### config.mk
export PLATFORM = sky130hd
export DESIGN_NAME = hsv_gradient_pixel_to_rgb
export DESIGN_NICKNAME = d
export VERILOG_FILES = /design/src/hdl/hsvg_pkg.sv /design/src/hdl/hsv_gradient_pixel_to_rgb.sv
export SDC_FILE = /design/constraint.sdc
export NUM_CORES = 2
export LEC_CHECK = 0
export BUFFER_PORTS_ARGS = -buffer_cell sky130_fd_sc_hd__buf_2
export CAP_MARGIN = 20
export CORE_UTILIZATION = 45
export CTS_CLUSTER_SIZE = 28
export DETAILED_ROUTE_END_ITERATION = 6
export PLACE_DENSITY_LB_ADDON = 0.08
export SLEW_MARGIN = 15
export SYNTH_ARGS = -nofsm -noshare
export SYNTH_HDL_FRONTEND = slang
export SYNTH_SLANG_ARGS = --single-unit
### constraint.sdc
create_clock -name clk -period 12 [get_ports clk]
set_input_delay 1.2 -clock clk [delete_from_list [all_inputs] [get_ports clk]]
set_output_delay 1.2 -clock clk [all_outputs]
set_load 0.01 [all_outputs]
### src/hdl/hsvg_pkg.sv
// Shared constants and types for the HSV gradient pixel converter.
package hsvg_pkg;

    localparam int SIDE_DEFAULT   = 256;
    localparam int DEG_PER_SECTOR = 60;
    localparam int DEG_FULL_TURN  = 360;
    localparam int FULL_SCALE     = 255;

    // Lanes of the shared divide datapath.
    localparam int LANE_V   = 0;
    localparam int LANE_P   = 1;
    localparam int LANE_Q   = 2;
    localparam int LANE_T   = 3;
    localparam int NUM_LANE = 4;

    typedef enum logic [2:0] {
        SEC_RED_YEL  = 3'd0,
        SEC_YEL_GRN  = 3'd1,
        SEC_GRN_CYAN = 3'd2,
        SEC_CYAN_BLU = 3'd3,
        SEC_BLU_MAG  = 3'd4,
        SEC_MAG_RED  = 3'd5
    } sector_t;

endpackage

### src/hdl/hsv_gradient_pixel_to_rgb.sv
// HSV saturation/value picker pixel to RGB converter, seven-stage pipeline.
//
// Give it a pixel (column, row) of a SIDE x SIDE saturation/value square and it
// returns the truncated RGB color for the hue held in hue_degrees. One item is
// taken in every clock cycle: start is sampled each cycle and busy stays low,
// because the receiver cannot stall and nothing inside ever holds. Each result
// comes out marked by a one-cycle done strobe, in input order. The seven stages
// are: clamp and hue decode, channel multiplicands, numerator build, reciprocal
// estimate, estimate back-multiply, remainder correction, and channel routing.
// Every channel is an exact floor division by the constant 60*SIDE^2, done as a
// multiply by a reciprocal that may come out one short, then fixed up by a single
// remainder compare. Coordinates at or past SIDE saturate to SIDE-1; a hue of
// 360 or above wraps by 360. Write hue_degrees only while no item is in flight.
module hsv_gradient_pixel_to_rgb
    import hsvg_pkg::*;
#(
    parameter int SIDE = SIDE_DEFAULT
) (
    input  logic       clk,
    input  logic       rst_n,
    input  logic       start,
    output logic       busy,
    input  logic [7:0] column,
    input  logic [7:0] row,
    input  logic       hue_degrees_we,
    input  logic [8:0] hue_degrees,
    output logic       done,
    output logic [7:0] red,
    output logic [7:0] green,
    output logic [7:0] blue
);

    // Largest coordinate after saturation.
    localparam int     LIM    = (SIDE - 1 > 255) ? 255 : SIDE - 1;
    // Multiplicand range: 0 .. 60*SIDE.
    localparam longint FULLM  = longint'(DEG_PER_SECTOR) * longint'(SIDE);
    localparam int     MW     = $clog2(FULLM + 1);
    // Numerator range: row * M * 255.
    localparam longint XMAX   = longint'(FULL_SCALE) * longint'(LIM) * FULLM;
    localparam int     XW     = $clog2(XMAX + 1);
    // Common denominator 60*SIDE^2.
    localparam longint DEN    = FULLM * longint'(SIDE);
    localparam int     DW     = $clog2(DEN + 1);
    // Reciprocal scaled so that X < 2^SH; estimate is short by at most one.
    localparam int     SH     = XW;
    localparam longint RECIP  = (longint'(1) << SH) / DEN;
    localparam int     RW     = $clog2(RECIP + 1);
    localparam int     PW     = (XW + RW > SH + 8) ? XW + RW : SH + 8;

    localparam logic [7:0]    LIM_C   = 8'(LIM);
    localparam logic [MW-1:0] SIDE_C  = MW'(SIDE);
    localparam logic [MW-1:0] FULLM_C = MW'(FULLM);
    localparam logic [MW-1:0] DEG_M   = MW'(DEG_PER_SECTOR);
    localparam logic [5:0]    DEG_C   = 6'(DEG_PER_SECTOR);
    localparam logic [8:0]    TURN_C  = 9'(DEG_FULL_TURN);
    localparam logic [RW-1:0] RECIP_C = RW'(RECIP);
    localparam logic [DW-1:0] DEN_C   = DW'(DEN);
    localparam logic [XW-1:0] DEN_X   = XW'(DEN);

    // Configuration register.
    logic [8:0] hue_reg;

    // Valid bits, one per stage.
    logic [7:1] vld_reg;

    // Stage 1 payload.
    logic [7:0] col_s1_reg, row_s1_reg;
    logic [5:0] rem_s1_reg;
    sector_t    sec_s1_reg;

    // Stage 2..6 payload.
    logic [7:0]    row_s2_reg;
    logic [MW-1:0] m_s2_reg [NUM_LANE];
    logic [XW-1:0] x_s3_reg [NUM_LANE];
    logic [XW-1:0] x_s4_reg [NUM_LANE];
    logic [7:0]    est_s4_reg [NUM_LANE];
    logic [XW-1:0] x_s5_reg [NUM_LANE];
    logic [XW-1:0] ed_s5_reg [NUM_LANE];
    logic [7:0]    est_s5_reg [NUM_LANE];
    logic [7:0]    q_s6_reg [NUM_LANE];
    sector_t       sec_s2_reg, sec_s3_reg, sec_s4_reg, sec_s5_reg, sec_s6_reg;

    // Output registers.
    logic [7:0] red_reg, green_reg, blue_reg;

    // Stage 1 next values.
    logic [8:0] hue_wrap;
    logic [7:0] col_next, row_next;
    logic [5:0] rem_next;
    sector_t    sec_next;

    // Stage 2 next values.
    logic [13:0]   cr_q, cr_t;
    logic [5:0]    rem_inv;
    logic [MW-1:0] m_next [NUM_LANE];

    // Stage 3..7 next values.
    logic [MW+15:0] y_ext  [NUM_LANE];
    logic [XW-1:0]  x_next [NUM_LANE];
    logic [PW-1:0]  prod   [NUM_LANE];
    logic [DW+7:0]  ed     [NUM_LANE];
    logic [XW-1:0]  rem_x  [NUM_LANE];
    logic [7:0]     q_next [NUM_LANE];
    logic [7:0]     red_next, green_next, blue_next;

    // Never hold off the source; the pipeline has no stall path.
    assign busy = 1'b0;

    always_ff @(posedge clk or negedge rst_n)
    begin
        if (!rst_n)
        begin
            hue_reg <= '0;
            vld_reg <= '0;
        end
        else
        begin
            if (hue_degrees_we)
            begin
                hue_reg <= hue_degrees;
            end
            vld_reg <= {vld_reg[6:1], start};
        end
    end

    // Stage 1: saturate coordinates, split hue into sector and remainder.
    always_comb
    begin
        hue_wrap = (hue_reg >= TURN_C) ? hue_reg - TURN_C : hue_reg;
        col_next = (column > LIM_C) ? LIM_C : column;
        row_next = (row > LIM_C) ? LIM_C : row;
        if (hue_wrap < 9'(DEG_PER_SECTOR))
        begin
            sec_next = SEC_RED_YEL;
            rem_next = 6'(hue_wrap);
        end
        else if (hue_wrap < 9'(2 * DEG_PER_SECTOR))
        begin
            sec_next = SEC_YEL_GRN;
            rem_next = 6'(hue_wrap - 9'(DEG_PER_SECTOR));
        end
        else if (hue_wrap < 9'(3 * DEG_PER_SECTOR))
        begin
            sec_next = SEC_GRN_CYAN;
            rem_next = 6'(hue_wrap - 9'(2 * DEG_PER_SECTOR));
        end
        else if (hue_wrap < 9'(4 * DEG_PER_SECTOR))
        begin
            sec_next = SEC_CYAN_BLU;
            rem_next = 6'(hue_wrap - 9'(3 * DEG_PER_SECTOR));
        end
        else if (hue_wrap < 9'(5 * DEG_PER_SECTOR))
        begin
            sec_next = SEC_BLU_MAG;
            rem_next = 6'(hue_wrap - 9'(4 * DEG_PER_SECTOR));
        end
        else
        begin
            sec_next = SEC_MAG_RED;
            rem_next = 6'(hue_wrap - 9'(5 * DEG_PER_SECTOR));
        end
    end

    // Stage 2: per-channel multiplicands over the common denominator.
    always_comb
    begin
        rem_inv        = DEG_C - rem_s1_reg;
        cr_q           = col_s1_reg * rem_s1_reg;
        cr_t           = col_s1_reg * rem_inv;
        m_next[LANE_V] = FULLM_C;
        m_next[LANE_P] = MW'((SIDE_C - MW'(col_s1_reg)) * DEG_M);
        m_next[LANE_Q] = FULLM_C - MW'(cr_q);
        m_next[LANE_T] = FULLM_C - MW'(cr_t);
    end

    // Stages 3..6 run the same divide datapath on every lane.
    always_comb
    begin
        for (int i = 0; i < NUM_LANE; i++)
        begin
            y_ext[i]  = (MW + 16)'(row_s2_reg) * (MW + 16)'(m_s2_reg[i]);
            // Times 255 as times 256 minus one.
            x_next[i] = XW'((y_ext[i] << 8) - y_ext[i]);
            prod[i]   = PW'(x_s3_reg[i]) * PW'(RECIP_C);
            ed[i]     = (DW + 8)'(est_s4_reg[i]) * (DW + 8)'(DEN_C);
            rem_x[i]  = x_s5_reg[i] - ed_s5_reg[i];
            q_next[i] = est_s5_reg[i] + 8'(rem_x[i] >= DEN_X);
        end
    end

    // Stage 7: route channels by sector.
    always_comb
    begin
        unique case (sec_s6_reg)
            SEC_RED_YEL:
            begin
                red_next   = q_s6_reg[LANE_V];
                green_next = q_s6_reg[LANE_T];
                blue_next  = q_s6_reg[LANE_P];
            end
            SEC_YEL_GRN:
            begin
                red_next   = q_s6_reg[LANE_Q];
                green_next = q_s6_reg[LANE_V];
                blue_next  = q_s6_reg[LANE_P];
            end
            SEC_GRN_CYAN:
            begin
                red_next   = q_s6_reg[LANE_P];
                green_next = q_s6_reg[LANE_V];
                blue_next  = q_s6_reg[LANE_T];
            end
            SEC_CYAN_BLU:
            begin
                red_next   = q_s6_reg[LANE_P];
                green_next = q_s6_reg[LANE_Q];
                blue_next  = q_s6_reg[LANE_V];
            end
            SEC_BLU_MAG:
            begin
                red_next   = q_s6_reg[LANE_T];
                green_next = q_s6_reg[LANE_P];
                blue_next  = q_s6_reg[LANE_V];
            end
            default:
            begin
                red_next   = q_s6_reg[LANE_V];
                green_next = q_s6_reg[LANE_P];
                blue_next  = q_s6_reg[LANE_Q];
            end
        endcase
    end

    // Payload registers advance every cycle; valid bits mark live items.
    always_ff @(posedge clk)
    begin
        col_s1_reg <= col_next;
        row_s1_reg <= row_next;
        rem_s1_reg <= rem_next;
        sec_s1_reg <= sec_next;
        row_s2_reg <= row_s1_reg;
        sec_s2_reg <= sec_s1_reg;
        sec_s3_reg <= sec_s2_reg;
        sec_s4_reg <= sec_s3_reg;
        sec_s5_reg <= sec_s4_reg;
        sec_s6_reg <= sec_s5_reg;
        for (int i = 0; i < NUM_LANE; i++)
        begin
            m_s2_reg[i]   <= m_next[i];
            x_s3_reg[i]   <= x_next[i];
            x_s4_reg[i]   <= x_s3_reg[i];
            est_s4_reg[i] <= prod[i][SH+7:SH];
            x_s5_reg[i]   <= x_s4_reg[i];
            ed_s5_reg[i]  <= XW'(ed[i]);
            est_s5_reg[i] <= est_s4_reg[i];
            q_s6_reg[i]   <= q_next[i];
        end
        red_reg   <= red_next;
        green_reg <= green_next;
        blue_reg  <= blue_next;
    end

    assign done  = vld_reg[7];
    assign red   = red_reg;
    assign green = green_reg;
    assign blue  = blue_reg;

endmodule

==> metrics.yaml <==
cts:
  clkSinkCount: 470
  cts_setup_buffers: 0
  numCtsBuffers: 54
  cts_resized: 0
  htree_levels: 2
  clock-root-buffer: "clkbuf_16"
  cts.clk_slew.worst_paths_ns: 0.06
  holdBufCountCts: 0
  clockBufferDepth: 3
  cts_tree: "done"
  clkLatencyLatePin_ns: 0.65
synth:
  yosys_most_used_dff: "dfxtp_1"
  synthCells: 4560
  yosys.area_share.simple_pct: 11.79
  synth_compound_area_share_pct: 9.628
  synth_edf_count: 0
  synth_warnings: 0
  syn_nets: 5733
  ys_seq_area_share_pct: 22.22
  synthMuxAreaShare_pct: 0.6710
  synthXorXnorAreaFrac_pct: 6.050
  synthAdderAreaFrac_pct: 40.66
  synthesis.area_sq_um: 42700
  synth_top_family_by_area: "adder cells"
  ys_ff_latch: 470
  async_reset_ff_share_pct: 3.404
  yosys.cell_types.count: 80
  syn_avg_cell_area_sq_um: 9.365
critical_path:
  r2r_slack_ns: 5.05
  worstSetupStartpointType: "flip-flop"
  reg2reg_depth: 23
  timing.rr.end: "x_s3_reg[2][25]"
  crit_fanout: 44
  path_common_cell: "fa_1"
  crit_start: "row_s2_reg[6]"
  crit_chain: "buf_4 -> and2_1 -> fa_1 -> fa_1 -> fa_1 -> inv_1 -> fa_1 -> inv_1 -> ha_1 -> a21oi_1 -> o21ai_0 -> or3_1 -> o211ai_1 -> o211ai_1 -> a21oi_1 -> xor2_1 -> ha_1 -> a21o_1 -> a21o_1 -> a21o_1 -> or4_1 -> a21oi_1 -> xnor2_1"
  cp_num_buf_inv: 3
  worst-setup-path-type: "flip-flop to flip-flop"
  crit_arrival_ns: 7.46
  endpoint_kind: "flip-flop"
  crit_family: "adder cells"
  r2r_start: "row_s2_reg[6]"
  crit_path_end: "x_s3_reg[2][25]"
  crit_required_ns: 12.51
  cpMaxStageDelayCell: "fa_1"
  path_depth: 23
  slowest_delay_ns: 0.55
sta:
  finalMaxSlewViolations: 0
  grt_setup_unrepaired: "no"
  tightest_slew_ns: 1.039
  fmax_mhz: 143.8
  finalSetupViolCount: 0
  hold_violations: 0
  finalCriticalPeriod_ns: 6.954
  fin_skew_ns: 0.03792
  maxSlewHeadroom_pct: 30.65
  fin_crit_sh_pct: 57.95
  fin_setup_tns_ns: 0
route:
  routed_wl_um: 84450
  drt_iter0_drc: 1038
  ant_nets: 0
  wl_per_cell_um: 14.30
  drt-pass1-iter-count: 5
  vias: 28610
  drc: 0
  vias_per_cell: 4.845
layout:
  drive_above_1_share_pct: 4.215
  nFillCells: 9119
  antenna_cells: 0
  syn2layout_area_growth_pct: 8.356
  nets: 5781
  largest_reg_flops: 107
  stdcell_count: 5904
global_routing:
  grt_max_degree: 49
  grt_util_all_layers_pct: 18.57
  grt_pass1_wl_um: 145400
  overflow: 0
  antenna_found_initial: 0
  grt_pass1_vias: 29590
run_status:
  status: "complete, no violations"
die:
  start_util_pct: 45.62
  die_w_um: 310.1
  num_rows: 112
  io_pins: 55
  die_h_um: 310.1
  core_area_sq_um: 93610
  dieArea_sq_um: 96130
placement:
  gp_congestion: 0.7782
  dp_hpwl_um: 69060
  placedCellCount: 5806
  port_buffers: 53
min_path:
  worstHoldPathType: "flip-flop to flip-flop"
  whs_path_depth: 0
flow_run:
  maxCapViolations: 0
synthesized netlist by cell type, drive strengths merged (41+ instances only):
cell | count | share of area [%]
o21bai | 41 | 0.72
o21ai | 119 | 1.4
a21oi | 191 | 2.3
nand3 | 50 | 0.59
xnor2 | 195 | 4.0
dfxtp | 454 | 21
nor2 | 154 | 1.4
and2 | 293 | 4.3
ha | 738 | 22
clkbuf | 66 | 0.58
fa | 406 | 19
nor3 | 43 | 0.50
inv | 949 | 8.3
nand2 | 249 | 2.2
a21o | 85 | 1.5
xor2 | 100 | 2.1
kinds of logic after synthesis:
logic type | Yosys count
simple gates | 972
other cells | 1
buf+inv | 1020
flops | 470
mux | 27
fa+ha+maj | 1144
compound gates | 631
xor+xnor | 295
how the worst min path moves through the flow:
stage	startpoint	to	slack (ns)
after floorplan	row_s1_reg[0]	row_s2_reg[0]	0.31
after global placement	row_s1_reg[0]	row_s2_reg[0]	0.31
after detailed placement	sec_s2_reg[1]	sec_s3_reg[1]	0.31
after CTS	x_s4_reg[2][28]	x_s5_reg[2][28]	0.32
after global routing	x_s4_reg[0][19]	x_s5_reg[0][19]	0.33
final	x_s4_reg[2][28]	x_s5_reg[2][28]	0.32
routing by layer:
layer	track usage (%)	part of all wire (%)
met5	0	0
met4	4.789	2.0
met3	1.873	2.3
met2	31.57	46
met1	25.14	49
worst register-to-register path: stages (launching register included):
cell	delay (ns)
dfxtp_1	0.31
buf_4	0.40
and2_1	0.28
fa_1	0.45
fa_1	0.53
fa_1	0.55
inv_1	0.05
fa_1	0.53
inv_1	0.04
ha_1	0.35
a21oi_1	0.15
o21ai_0	0.11
or3_1	0.33
o211ai_1	0.37
o211ai_1	0.16
a21oi_1	0.19
xor2_1	0.34
ha_1	0.34
a21o_1	0.21
a21o_1	0.17
a21o_1	0.19
or4_1	0.51
a21oi_1	0.17
xnor2_1	0.07
placed cells by master, fill, tap and decap left out, drive strengths merged, types with 16 or more instances in the layout:
cell / count
o21ai: 119
nand3: 50
o21a: 31
ha: 738
a21o: 85
nand2: 249
nor2: 154
nor2b: 31
nand4: 20
o21bai: 41
and2: 293
fa: 406
dfxtp: 454
xor2: 100
nand2b: 34
clkinv: 17
clkbuf: 67
a21oi: 191
or3: 19
dfrtp: 16
inv: 952
and3: 34
a21boi: 17
a211oi: 27
nor3: 43
a31oi: 21
buf: 62
xnor2: 195
stage by stage:
stage               util (%)  hold slack, ns  setup WS (ns)  instance area, sq um
CTS                    49.43          0.3225          4.870                 46270
detailed placement     47.37          0.3121          4.906                 44340
floorplan                  -          0.3096          5.322                 42700
global placement       47.37          0.3103          5.048                 44340
global route           49.43          0.3278          4.579                 46270
finish                 49.43          0.3209          5.046                 46270
layout make-up:
cell class                      instances  area, sq um  share of cell area [%]
Multi-Input combinational cell       3070        29380                   63.50
Sequential cell                       470         9492                   20.51
Inverter                              950         3566                   7.706
Tap cell                             1254         1569                   3.391
Clock buffer                           67         1480                   3.199
Clock inverter                         31        451.7                  0.9761
Timing Repair Buffer                   62        332.8                  0.7193
Power is left out: the tool's default activity adds up to more than one toggle a clock period on the data nets, which glitch-free logic cannot reach.
